[src/hw/rtl/lux_pkg.sv]
package lux_pkg;

    // field widths
    localparam int CH_W   = 16;
    localparam int LUX_W  = 28;
    localparam int ST_W   = 2;
    localparam int IDX_W  = 3;
    localparam int SEG_W  = 3;
    localparam int COEF_W = 29;
    localparam int PROD_W = COEF_W + CH_W;
    localparam int N_IDX  = 6;
    localparam int N_SEG  = 7;
    localparam int CMP_W  = 24;

    localparam logic [IDX_W-1:0] TOP_IDX = 3'd5;

    // range status codes
    localparam logic [ST_W-1:0] ST_OK    = 2'd0;
    localparam logic [ST_W-1:0] ST_OVER  = 2'd1;
    localparam logic [ST_W-1:0] ST_UNDER = 2'd2;

    // overflow limits per integration time
    localparam logic [CH_W-1:0] LIM_SHORT = 16'd4900;
    localparam logic [CH_W-1:0] LIM_MID   = 16'd37000;
    localparam logic [CH_W-1:0] LIM_LONG  = 16'd65000;

    // segment upper bounds on ch1/ch0, inclusive
    localparam logic [6:0] SEG_NUM [N_SEG] = '{7'd1, 7'd1, 7'd3, 7'd1, 7'd61, 7'd4, 7'd13};
    localparam logic [6:0] SEG_DEN [N_SEG] = '{7'd8, 7'd4, 7'd8, 7'd2, 7'd100, 7'd5, 7'd10};

    // scale per index folded with 2^24 and the 1e-5 coefficient unit
    localparam logic [63:0] Q24 = 64'd16777216;
    localparam logic [63:0] M0 = 64'd5152 * Q24;
    localparam logic [63:0] M1 = 64'd5152 * Q24;
    localparam logic [63:0] M2 = 64'd322 * Q24;
    localparam logic [63:0] M3 = 64'd16 * Q24;
    localparam logic [63:0] M4 = 64'd322 * Q24;
    localparam logic [63:0] M5 = 64'd1 * Q24;
    localparam logic [63:0] D0 = 64'd100000 * 64'd11;
    localparam logic [63:0] D1 = 64'd100000 * 64'd81;
    localparam logic [63:0] D2 = 64'd100000 * 64'd11;
    localparam logic [63:0] D3 = 64'd100000 * 64'd1;
    localparam logic [63:0] D4 = 64'd100000 * 64'd81;
    localparam logic [63:0] D5 = 64'd100000 * 64'd1;
    localparam logic [63:0] H0 = D0 / 2;
    localparam logic [63:0] H1 = D1 / 2;
    localparam logic [63:0] H2 = D2 / 2;
    localparam logic [63:0] H3 = D3 / 2;
    localparam logic [63:0] H4 = D4 / 2;
    localparam logic [63:0] H5 = D5 / 2;

    // broadband coefficients, rounded half up
    localparam logic [COEF_W-1:0] COEF_A [N_IDX][N_SEG] = '{
        '{29'((64'd3040 * M0 + H0) / D0), 29'((64'd3250 * M0 + H0) / D0),
          29'((64'd3510 * M0 + H0) / D0), 29'((64'd3750 * M0 + H0) / D0),
          29'((64'd2240 * M0 + H0) / D0), 29'((64'd1280 * M0 + H0) / D0),
          29'((64'd146 * M0 + H0) / D0)},
        '{29'((64'd3040 * M1 + H1) / D1), 29'((64'd3250 * M1 + H1) / D1),
          29'((64'd3510 * M1 + H1) / D1), 29'((64'd3750 * M1 + H1) / D1),
          29'((64'd2240 * M1 + H1) / D1), 29'((64'd1280 * M1 + H1) / D1),
          29'((64'd146 * M1 + H1) / D1)},
        '{29'((64'd3040 * M2 + H2) / D2), 29'((64'd3250 * M2 + H2) / D2),
          29'((64'd3510 * M2 + H2) / D2), 29'((64'd3750 * M2 + H2) / D2),
          29'((64'd2240 * M2 + H2) / D2), 29'((64'd1280 * M2 + H2) / D2),
          29'((64'd146 * M2 + H2) / D2)},
        '{29'((64'd3040 * M3 + H3) / D3), 29'((64'd3250 * M3 + H3) / D3),
          29'((64'd3510 * M3 + H3) / D3), 29'((64'd3750 * M3 + H3) / D3),
          29'((64'd2240 * M3 + H3) / D3), 29'((64'd1280 * M3 + H3) / D3),
          29'((64'd146 * M3 + H3) / D3)},
        '{29'((64'd3040 * M4 + H4) / D4), 29'((64'd3250 * M4 + H4) / D4),
          29'((64'd3510 * M4 + H4) / D4), 29'((64'd3750 * M4 + H4) / D4),
          29'((64'd2240 * M4 + H4) / D4), 29'((64'd1280 * M4 + H4) / D4),
          29'((64'd146 * M4 + H4) / D4)},
        '{29'((64'd3040 * M5 + H5) / D5), 29'((64'd3250 * M5 + H5) / D5),
          29'((64'd3510 * M5 + H5) / D5), 29'((64'd3750 * M5 + H5) / D5),
          29'((64'd2240 * M5 + H5) / D5), 29'((64'd1280 * M5 + H5) / D5),
          29'((64'd146 * M5 + H5) / D5)}
    };

    // infrared coefficients, rounded half up
    localparam logic [COEF_W-1:0] COEF_B [N_IDX][N_SEG] = '{
        '{29'((64'd2720 * M0 + H0) / D0), 29'((64'd4400 * M0 + H0) / D0),
          29'((64'd5440 * M0 + H0) / D0), 29'((64'd6240 * M0 + H0) / D0),
          29'((64'd3100 * M0 + H0) / D0), 29'((64'd1530 * M0 + H0) / D0),
          29'((64'd112 * M0 + H0) / D0)},
        '{29'((64'd2720 * M1 + H1) / D1), 29'((64'd4400 * M1 + H1) / D1),
          29'((64'd5440 * M1 + H1) / D1), 29'((64'd6240 * M1 + H1) / D1),
          29'((64'd3100 * M1 + H1) / D1), 29'((64'd1530 * M1 + H1) / D1),
          29'((64'd112 * M1 + H1) / D1)},
        '{29'((64'd2720 * M2 + H2) / D2), 29'((64'd4400 * M2 + H2) / D2),
          29'((64'd5440 * M2 + H2) / D2), 29'((64'd6240 * M2 + H2) / D2),
          29'((64'd3100 * M2 + H2) / D2), 29'((64'd1530 * M2 + H2) / D2),
          29'((64'd112 * M2 + H2) / D2)},
        '{29'((64'd2720 * M3 + H3) / D3), 29'((64'd4400 * M3 + H3) / D3),
          29'((64'd5440 * M3 + H3) / D3), 29'((64'd6240 * M3 + H3) / D3),
          29'((64'd3100 * M3 + H3) / D3), 29'((64'd1530 * M3 + H3) / D3),
          29'((64'd112 * M3 + H3) / D3)},
        '{29'((64'd2720 * M4 + H4) / D4), 29'((64'd4400 * M4 + H4) / D4),
          29'((64'd5440 * M4 + H4) / D4), 29'((64'd6240 * M4 + H4) / D4),
          29'((64'd3100 * M4 + H4) / D4), 29'((64'd1530 * M4 + H4) / D4),
          29'((64'd112 * M4 + H4) / D4)},
        '{29'((64'd2720 * M5 + H5) / D5), 29'((64'd4400 * M5 + H5) / D5),
          29'((64'd5440 * M5 + H5) / D5), 29'((64'd6240 * M5 + H5) / D5),
          29'((64'd3100 * M5 + H5) / D5), 29'((64'd1530 * M5 + H5) / D5),
          29'((64'd112 * M5 + H5) / D5)}
    };

    // classify stage to coefficient stage
    typedef struct packed {
        logic [CH_W-1:0]  ch0;
        logic [CH_W-1:0]  ch1;
        logic [IDX_W-1:0] idx;
        logic [SEG_W-1:0] seg;
        logic             zero;
        logic [ST_W-1:0]  status;
    } cls_t;

    // coefficient stage to product stage
    typedef struct packed {
        logic [CH_W-1:0]   ch0;
        logic [CH_W-1:0]   ch1;
        logic [COEF_W-1:0] a;
        logic [COEF_W-1:0] b;
        logic              zero;
        logic [ST_W-1:0]   status;
    } coef_t;

    // product stage to output stage
    typedef struct packed {
        logic [PROD_W-1:0] pa;
        logic [PROD_W-1:0] pb;
        logic              zero;
        logic [ST_W-1:0]   status;
    } prod_t;

    function automatic logic [CH_W-1:0] overflow_limit(input logic [IDX_W-1:0] idx);
        logic [CH_W-1:0] lim;
        case (idx) inside
            3'd0, 3'd2: lim = LIM_SHORT;
            3'd1, 3'd4: lim = LIM_MID;
            default:    lim = LIM_LONG;
        endcase
        return lim;
    endfunction

endpackage

[src/hw/rtl/lux_in_if.sv]
interface lux_in_if;
    logic                      valid;
    logic                      ready;
    logic [lux_pkg::CH_W-1:0]  channel0_count;
    logic [lux_pkg::CH_W-1:0]  channel1_count;

    modport source (output valid, output channel0_count, output channel1_count, input ready);
    modport sink   (input valid, input channel0_count, input channel1_count, output ready);
endinterface

[src/hw/rtl/lux_out_if.sv]
interface lux_out_if;
    logic                      valid;
    logic                      ready;
    logic [lux_pkg::LUX_W-1:0] lux_value;
    logic [lux_pkg::ST_W-1:0]  range_status;

    modport source (output valid, output lux_value, output range_status, input ready);
    modport sink   (input valid, input lux_value, input range_status, output ready);
endinterface

[src/hw/rtl/lux_cls.sv]
// stage 1: range status and ratio segment
module lux_cls (
    input  logic                       clk,
    input  logic                       rst_n,
    input  logic                       up_valid,
    output logic                       up_ready,
    input  logic [lux_pkg::CH_W-1:0]   ch0,
    input  logic [lux_pkg::CH_W-1:0]   ch1,
    input  logic [lux_pkg::IDX_W-1:0]  idx,
    output logic                       dn_valid,
    input  logic                       dn_ready,
    output lux_pkg::cls_t              dn_data
);

    logic                          valid_reg;
    logic                          valid_next;
    lux_pkg::cls_t                 data_reg;
    lux_pkg::cls_t                 data_next;
    logic [lux_pkg::CH_W-1:0]      limit;
    logic [lux_pkg::N_SEG-1:0]     hit;
    logic [lux_pkg::SEG_W-1:0]     seg;
    logic                          found;
    logic [lux_pkg::ST_W-1:0]      status;

    assign limit = lux_pkg::overflow_limit(idx);

    // channel 0 checks first, then channel 1
    always_comb
    begin
        if (idx != 3'd0 && ch0 >= limit)
            status = lux_pkg::ST_OVER;
        else if (idx != lux_pkg::TOP_IDX && ch0 == '0)
            status = lux_pkg::ST_UNDER;
        else if (idx != 3'd0 && ch1 >= limit)
            status = lux_pkg::ST_OVER;
        else if (idx != lux_pkg::TOP_IDX && ch1 == '0)
            status = lux_pkg::ST_UNDER;
        else
            status = lux_pkg::ST_OK;
    end

    // exact cross-multiplied ratio compares, first hit wins
    always_comb
    begin
        seg   = '0;
        found = 1'b0;
        for (int s = 0; s < lux_pkg::N_SEG; s++)
        begin
            hit[s] = (lux_pkg::CMP_W'(ch1) * lux_pkg::CMP_W'(lux_pkg::SEG_DEN[s]))
                  <= (lux_pkg::CMP_W'(ch0) * lux_pkg::CMP_W'(lux_pkg::SEG_NUM[s]));
        end
        for (int s = lux_pkg::N_SEG - 1; s >= 0; s--)
        begin
            if (hit[s])
            begin
                seg   = lux_pkg::SEG_W'(s);
                found = 1'b1;
            end
        end
    end

    always_comb
    begin
        data_next.ch0    = ch0;
        data_next.ch1    = ch1;
        data_next.idx    = idx;
        data_next.seg    = found ? seg : '0;
        data_next.zero   = (status != lux_pkg::ST_OK) || (ch0 == '0) || !found;
        data_next.status = status;
    end

    assign up_ready   = !valid_reg || dn_ready;
    assign valid_next = up_ready ? up_valid : valid_reg;

    always_ff @(posedge clk or negedge rst_n)
    begin
        if (!rst_n)
            valid_reg <= 1'b0;
        else
            valid_reg <= valid_next;
    end

    always_ff @(posedge clk)
    begin
        if (up_ready && up_valid)
            data_reg <= data_next;
    end

    assign dn_valid = valid_reg;
    assign dn_data  = data_reg;

endmodule

[src/hw/rtl/lux_coef.sv]
// stage 2: folded coefficient lookup
module lux_coef (
    input  logic            clk,
    input  logic            rst_n,
    input  logic            up_valid,
    output logic            up_ready,
    input  lux_pkg::cls_t   up_data,
    output logic            dn_valid,
    input  logic            dn_ready,
    output lux_pkg::coef_t  dn_data
);

    logic            valid_reg;
    logic            valid_next;
    lux_pkg::coef_t  data_reg;
    lux_pkg::coef_t  data_next;

    always_comb
    begin
        data_next.ch0    = up_data.ch0;
        data_next.ch1    = up_data.ch1;
        data_next.a      = lux_pkg::COEF_A[up_data.idx][up_data.seg];
        data_next.b      = lux_pkg::COEF_B[up_data.idx][up_data.seg];
        data_next.zero   = up_data.zero;
        data_next.status = up_data.status;
    end

    assign up_ready   = !valid_reg || dn_ready;
    assign valid_next = up_ready ? up_valid : valid_reg;

    always_ff @(posedge clk or negedge rst_n)
    begin
        if (!rst_n)
            valid_reg <= 1'b0;
        else
            valid_reg <= valid_next;
    end

    always_ff @(posedge clk)
    begin
        if (up_ready && up_valid)
            data_reg <= data_next;
    end

    assign dn_valid = valid_reg;
    assign dn_data  = data_reg;

endmodule

[src/hw/rtl/lux_prod.sv]
// stage 3: the two coefficient products
module lux_prod (
    input  logic            clk,
    input  logic            rst_n,
    input  logic            up_valid,
    output logic            up_ready,
    input  lux_pkg::coef_t  up_data,
    output logic            dn_valid,
    input  logic            dn_ready,
    output lux_pkg::prod_t  dn_data
);

    logic            valid_reg;
    logic            valid_next;
    lux_pkg::prod_t  data_reg;
    lux_pkg::prod_t  data_next;

    always_comb
    begin
        data_next.pa     = lux_pkg::PROD_W'(up_data.a) * lux_pkg::PROD_W'(up_data.ch0);
        data_next.pb     = lux_pkg::PROD_W'(up_data.b) * lux_pkg::PROD_W'(up_data.ch1);
        data_next.zero   = up_data.zero;
        data_next.status = up_data.status;
    end

    assign up_ready   = !valid_reg || dn_ready;
    assign valid_next = up_ready ? up_valid : valid_reg;

    always_ff @(posedge clk or negedge rst_n)
    begin
        if (!rst_n)
            valid_reg <= 1'b0;
        else
            valid_reg <= valid_next;
    end

    always_ff @(posedge clk)
    begin
        if (up_ready && up_valid)
            data_reg <= data_next;
    end

    assign dn_valid = valid_reg;
    assign dn_data  = data_reg;

endmodule

[src/hw/rtl/lux_fin.sv]
// stage 4: difference, rounding, saturation, output register
module lux_fin (
    input  logic                       clk,
    input  logic                       rst_n,
    input  logic                       up_valid,
    output logic                       up_ready,
    input  lux_pkg::prod_t             up_data,
    output logic                       dn_valid,
    input  logic                       dn_ready,
    output logic [lux_pkg::LUX_W-1:0]  lux,
    output logic [lux_pkg::ST_W-1:0]   status
);

    logic                          valid_reg;
    logic                          valid_next;
    logic [lux_pkg::LUX_W-1:0]     lux_reg;
    logic [lux_pkg::LUX_W-1:0]     lux_next;
    logic [lux_pkg::ST_W-1:0]      status_reg;
    logic [lux_pkg::PROD_W-1:0]    diff;
    logic [lux_pkg::PROD_W:0]      rnd;
    logic [lux_pkg::PROD_W-16:0]   q;
    logic                          pos;

    always_comb
    begin
        pos  = up_data.pa > up_data.pb;
        diff = up_data.pa - up_data.pb;
        rnd  = {1'b0, diff} + (lux_pkg::PROD_W + 1)'(1 << 15);
        q    = rnd[lux_pkg::PROD_W:16];
        if (up_data.zero || !pos)
            lux_next = '0;
        else if (q[lux_pkg::PROD_W-16:lux_pkg::LUX_W] != '0)
            lux_next = '1;
        else
            lux_next = q[lux_pkg::LUX_W-1:0];
    end

    assign up_ready   = !valid_reg || dn_ready;
    assign valid_next = up_ready ? up_valid : valid_reg;

    always_ff @(posedge clk or negedge rst_n)
    begin
        if (!rst_n)
            valid_reg <= 1'b0;
        else
            valid_reg <= valid_next;
    end

    always_ff @(posedge clk)
    begin
        if (up_ready && up_valid)
        begin
            lux_reg    <= lux_next;
            status_reg <= up_data.status;
        end
    end

    assign dn_valid = valid_reg;
    assign lux      = lux_reg;
    assign status   = status_reg;

endmodule

[src/hw/rtl/lux_from_two_channel_counts_unit.sv]
// lux from two photodiode counts: each accepted beat on sample carries a broadband and an
// infrared count and yields exactly one beat on result with lux in unsigned q20.8
// (saturating) and a range status (ok, too sensitive, too insensitive). the sensitivity
// index is written through wr_en/wr_data and is only to be changed while the unit is
// empty; values six and seven behave as five. the unit is a four-stage pipeline
// (classify, coefficient lookup, multiply, round and saturate), so a beat is taken every
// cycle while result is not stalled, and each beat is registered by every stage in turn;
// the depth is set by the two 29x16 multipliers and the 45-bit subtract after them.
// a stall backs up stage by stage and nothing is dropped or repeated
module lux_from_two_channel_counts_unit (
    input  logic                       clk,
    input  logic                       rst_n,
    lux_in_if.sink                     sample,
    lux_out_if.source                  result,
    input  logic                       wr_en,
    input  logic [lux_pkg::IDX_W-1:0]  wr_data
);

    // sensitivity index register
    logic [lux_pkg::IDX_W-1:0]  sens_reg;
    logic [lux_pkg::IDX_W-1:0]  sens_next;
    logic [lux_pkg::IDX_W-1:0]  idx;

    // stage handshakes and payloads
    logic            cls_valid;
    logic            cls_ready;
    lux_pkg::cls_t   cls_data;
    logic            coef_valid;
    logic            coef_ready;
    lux_pkg::coef_t  coef_data;
    logic            prod_valid;
    logic            prod_ready;
    lux_pkg::prod_t  prod_data;

    assign sens_next = wr_en ? wr_data : sens_reg;

    always_ff @(posedge clk or negedge rst_n)
    begin
        if (!rst_n)
            sens_reg <= '0;
        else
            sens_reg <= sens_next;
    end

    // indices above the top one saturate
    assign idx = (sens_reg > lux_pkg::TOP_IDX) ? lux_pkg::TOP_IDX : sens_reg;

    // status checks and segment choice
    lux_cls u_cls (
        .clk      (clk),
        .rst_n    (rst_n),
        .up_valid (sample.valid),
        .up_ready (sample.ready),
        .ch0      (sample.channel0_count),
        .ch1      (sample.channel1_count),
        .idx      (idx),
        .dn_valid (cls_valid),
        .dn_ready (cls_ready),
        .dn_data  (cls_data)
    );

    // per index and segment coefficients
    lux_coef u_coef (
        .clk      (clk),
        .rst_n    (rst_n),
        .up_valid (cls_valid),
        .up_ready (cls_ready),
        .up_data  (cls_data),
        .dn_valid (coef_valid),
        .dn_ready (coef_ready),
        .dn_data  (coef_data)
    );

    // broadband and infrared products
    lux_prod u_prod (
        .clk      (clk),
        .rst_n    (rst_n),
        .up_valid (coef_valid),
        .up_ready (coef_ready),
        .up_data  (coef_data),
        .dn_valid (prod_valid),
        .dn_ready (prod_ready),
        .dn_data  (prod_data)
    );

    // difference, rounding and clamp; its register is the output register
    lux_fin u_fin (
        .clk      (clk),
        .rst_n    (rst_n),
        .up_valid (prod_valid),
        .up_ready (prod_ready),
        .up_data  (prod_data),
        .dn_valid (result.valid),
        .dn_ready (result.ready),
        .lux      (result.lux_value),
        .status   (result.range_status)
    );

`ifndef SYNTH
    // any range fault forces lux to zero
    a_fault_zero: assert property (@(posedge clk) disable iff (!rst_n)
        result.valid && result.range_status != lux_pkg::ST_OK |-> result.lux_value == '0)
        else $error("lux not zero on range fault");

    // least sensitive setting can never overflow, most sensitive never under-range
    a_status_idx: assert property (@(posedge clk) disable iff (!rst_n)
        result.valid |-> !(idx == 3'd0 && result.range_status == lux_pkg::ST_OVER)
                      && !(idx == lux_pkg::TOP_IDX && result.range_status == lux_pkg::ST_UNDER))
        else $error("range status impossible for sensitivity index");

    // an empty output register lets the whole pipe advance
    a_ready_chain: assert property (@(posedge clk) disable iff (!rst_n)
        !result.valid |-> sample.ready)
        else $error("input stalled while output register empty");
`endif

endmodule
[src/flat_wrapper.sv]
// flat-port wrapper written by rule: the top's interface ports become plain ports
module lux_from_two_channel_counts_unit_flat 
  (clk, rst_n, wr_en, wr_data, sample_valid, sample_channel0_count, sample_channel1_count, sample_ready, result_valid, result_lux_value, result_range_status, result_ready);
  lux_in_if sample_i ();
  lux_out_if result_i ();
  input  logic clk;
  input  logic rst_n;
  input  logic wr_en;
  input  logic [lux_pkg::IDX_W-1:0] wr_data;
  input wire logic [$bits(sample_i.valid)-1:0] sample_valid;
  input wire logic [$bits(sample_i.channel0_count)-1:0] sample_channel0_count;
  input wire logic [$bits(sample_i.channel1_count)-1:0] sample_channel1_count;
  output wire logic [$bits(sample_i.ready)-1:0] sample_ready;
  output wire logic [$bits(result_i.valid)-1:0] result_valid;
  output wire logic [$bits(result_i.lux_value)-1:0] result_lux_value;
  output wire logic [$bits(result_i.range_status)-1:0] result_range_status;
  input wire logic [$bits(result_i.ready)-1:0] result_ready;
  assign sample_i.valid = sample_valid;
  assign sample_i.channel0_count = sample_channel0_count;
  assign sample_i.channel1_count = sample_channel1_count;
  assign sample_ready = sample_i.ready;
  assign result_valid = result_i.valid;
  assign result_lux_value = result_i.lux_value;
  assign result_range_status = result_i.range_status;
  assign result_i.ready = result_ready;
  lux_from_two_channel_counts_unit u_core (.clk(clk), .rst_n(rst_n), .sample(sample_i), .result(result_i), .wr_en(wr_en), .wr_data(wr_data));
endmodule
[config.mk]
export PLATFORM = sky130hd
export DESIGN_NAME = lux_from_two_channel_counts_unit_flat
export DESIGN_NICKNAME = d
export VERILOG_FILES = /design/src/hw/rtl/lux_pkg.sv /design/src/hw/rtl/lux_in_if.sv /design/src/hw/rtl/lux_out_if.sv /design/src/hw/rtl/lux_cls.sv /design/src/hw/rtl/lux_coef.sv /design/src/hw/rtl/lux_prod.sv /design/src/hw/rtl/lux_fin.sv /design/src/hw/rtl/lux_from_two_channel_counts_unit.sv /design/src/flat_wrapper.sv
export SDC_FILE = /design/constraint.sdc
export NUM_CORES = 2
export LEC_CHECK = 0
export ABC_CLOCK_PERIOD_IN_PS = 14950
export BUFFER_PORTS_ARGS = -buffer_cell sky130_fd_sc_hd__buf_4
export CAP_MARGIN = 15
export CORE_ASPECT_RATIO = 1.2
export CORE_MARGIN = 5
export CORE_UTILIZATION = 40
export DETAILED_ROUTE_END_ITERATION = 16
export GPL_TIMING_DRIVEN = 0
export HOLD_SLACK_MARGIN = 0.08
export PLACE_DENSITY_LB_ADDON = 0.2
export SYNTH_ARGS = -nofsm -noshare
export SYNTH_HDL_FRONTEND = slang
export SYNTH_HIERARCHICAL = 1
export SYNTH_SLANG_ARGS = --single-unit
[constraint.sdc]
create_clock -name clk -period 14.95 [get_ports clk]
set_clock_uncertainty 0.2 [all_clocks]
set_input_delay 2.99 -clock clk [delete_from_list [all_inputs] [get_ports clk]]
set_output_delay 2.99 -clock clk [all_outputs]
set_load 0.02 [all_outputs]
==> run_results.csv <==
group,metric,value,unit
critical_path,r2r-start,"u_core/u_coef/dn_data[65]",
critical_path,worst_ep_required_time,15.09,ns
sta,setup_violations,0,
clock_network,hold_buffers,0,
clock_network,cts_buffers,36,
clock_network,cts_num_sinks,264,
place,numPortBuffers,71,
logic_synthesis,synth-seq-area-share,14.6,%
global_routing,grt_pass1_vias,45800,
critical_path,arrival,9.35,ns
drt,vias,43200,
logic_synthesis,synth_area,54000,µm²
sta,hold_viol_final,0,
sta,maxSlewHeadroom,24.2,%
global_routing,top_usage_layer,"met2",
min_path,min_path_type,"register to register",
logic_synthesis,yosysWarningCount,6,
clock_network,cts_root_buf,"clkbuf_16",
finish,area_growth,7.55,%
critical_path,reg2reg_to,"u_core/u_prod/dn_data[46]",
sta,rsz0062_at_grt,"no",
place,hpwl,156000,µm
logic_synthesis,ys_ff_latch,264,
drt,drt_iter0_drc,3090,
status,status,"finished clean",
global_routing,grt_antenna_before_repair,7,
min_path,min_from,"u_core/u_cls/dn_data[29]",
logic_synthesis,postSynthCellCount,5921,
logic_synthesis,yosysMostFrequentCell,"inv_1",
sta,fin_tns_setup,0,ns
critical_path,critPathCaptureType,"register",
sta,min_period,9.21,ns
floorplan,die_h,413,µm
clock_network,post_cts_buffers,0,
drt,routedWlPerCell,24.3,µm
finish,drive_above_1_share,5.06,%
floorplan,pin_count,72,
clock_network,cts_tree,"built",
critical_path,crit_path_max_incr_delay,0.57,ns
min_path,whs_endpoint,"u_core/u_coef/dn_data[81]",
critical_path,worstSetupPathType,"input port to register",
drt,dr.pass1.iters,6,
critical_path,crit_slowest_cell,"fa_1",
clock_network,cts_max_level,2,
critical_path,crit_family,"compound AO/OA/AOI/OAI gates",
critical_path,cpMostUsedCell,"inv_1",
global_routing,grt_overflow,0,
floorplan,rows,147,
min_path,hold_depth,0,
global_routing,groute.layer.met1.usage,32.9,%
logic_synthesis,synthArstFlopShare,2.65,%
floorplan,die_w,345,µm
logic_synthesis,synth_area_leader_cell,"fa_1",
global_routing,use_met2,45.7,%
clock_network,cts_resized,0,
clock_network,clk_latency,0.59,ns
logic_synthesis,synth_cell_types,113,
critical_path,rrSetupSlack,6.41,ns
logic_synthesis,syn_nets,7395,
drt,drc,0,
logic_synthesis,synth.avg_cell_area,9.12,µm²
sta,tightest_slew,1.13,ns
clock_network,path_clk_slew,0.08,ns
drt,ant_nets,0,
sta,timing.final.crit_share,61.6,%
global_routing,grt_pass1_wl,288000,µm
logic_synthesis,synth_commonest_cells,"inv_1 (1,050), fa_1 (833), nand2_1 (747)",
sta,max_freq,109,MHz
critical_path,critPathBufInv,5,
finish,fin_nets,7509,
critical_path,critical_path.max_fanout,9,
floorplan,core_area,134000,µm²
logic_synthesis,synth_top_flop_cell,"edfxtp_1",
global_routing,grtUsageTotal,26.6,%
logic_synthesis,synth_area_leaders,"fa_1 (31%), edfxtp_1 (14%), ha_1 (14%)",
drt,wirelength,191000,µm
logic_synthesis,synth_top_area_share,30.9,%
critical_path,worst_r2r_path_depth,23,
place,place.gp.congestion,0.995,
logic_synthesis,synth-edff-count,257,
job,max-cap-violations,0,
global_routing,met3_usage,3.76,%
global_routing,grt_max_degree,65,
clock_network,cts_buffer_depth,3,
critical_path,cp-start-kind,"input port",
sta,maxSlewViolCount,0,
floorplan,start_util,40.3,%
floorplan,design.die.area,143000,µm²
drt,vias_per_cell,5.50,
## final cells by class
class,instances,area [µm²]
well taps,1788,2240
fillers,13300,76000
diodes,4,10.0
repair buffers,76,636
flip-flops and latches,264,7890
clock buffers,38,908
multi-input cells,4329,41000
plain buffers,274,1160
inverters,1054,3960
clock inverters,27,283
## how the worst max path moves through the flow
| stage | startpoint | to | slack (ns) | cells after the start |
|---|---|---|---|---|
| after global placement | sample_channel0_count[2] | u_core/u_cls/dn_data[2] | 5.18 | 25 |
| after floorplan | sample_channel0_count[2] | u_core/u_cls/dn_data[2] | 6.17 | 24 |
| after CTS | sample_channel0_count[3] | u_core/u_cls/dn_data[2] | 5.75 | 25 |
| final | sample_channel0_count[3] | u_core/u_cls/dn_data[2] | 5.74 | 25 |
| after detailed placement | sample_channel0_count[3] | u_core/u_cls/dn_data[2] | 5.13 | 25 |
| after global routing | sample_channel0_count[2] | u_core/u_cls/dn_data[2] | 5.42 | 25 |
## metal layers
layer  up-vias  part of all wire, %
met4         2                  6.2
met3       434                  5.7
li1      19500                    -
met2      1483                   48
met1     21800                   40
met5         -               0.0068
## cell families (layout without fill, tap and decap cells)
family / Yosys count / in the layout / share of synthesized area (%)
AOI/OAI and AO/OA: 964 / 964 / 11.8
xor gates and xnor gates: 205 / 205 / 3.35
adders and majority gates: 1434 / 1434 / 44.8
buffers and inverters: 1328 / 1469 / 9.47
DFF: 264 / 264 / 14.6
muxes: 21 / 21 / 0.496
other: 0 / 4 / 0
and+or+nand+nor: 1705 / 1705 / 15.4
## placed cells by master (no fill, tap or decap), types with 40 or more instances in the layout
cell,count
nor2_1,160
ha_1,601
inv_1,1050
xnor2_1,125
nand2b_1,45
clkbuf_1,200
nand3_1,72
a31oi_1,50
nand2_1,747
fa_1,833
and2_1,393
nor2b_1,40
edfxtp_1,257
nor3_1,63
xor2_1,78
o21ai_0,145
buf_2,53
a21o_1,103
nand4_1,69
a21oi_1,283
buf_4,77
## metrics by stage
step / hold slack [ns] / instances / cell area (µm²) / setup slack, ns / utilization, %
after detailed placement: 0.205 / 7785 / 56900 / 5.13 / 42.4
after global routing: 0.219 / 7850 / 58100 / 5.42 / 43.3
after CTS: 0.215 / 7850 / 58100 / 5.75 / 43.3
final: 0.214 / 7854 / 58100 / 5.74 / 43.3
after global placement: 0.201 / 7780 / 56800 / 5.18 / 42.4
after floorplan: 0.200 / 5921 / 54000 / 6.17 / -
Power is left out: the tool's default activity adds up to more than one toggle a clock period on the data nets, which glitch-free logic cannot reach.
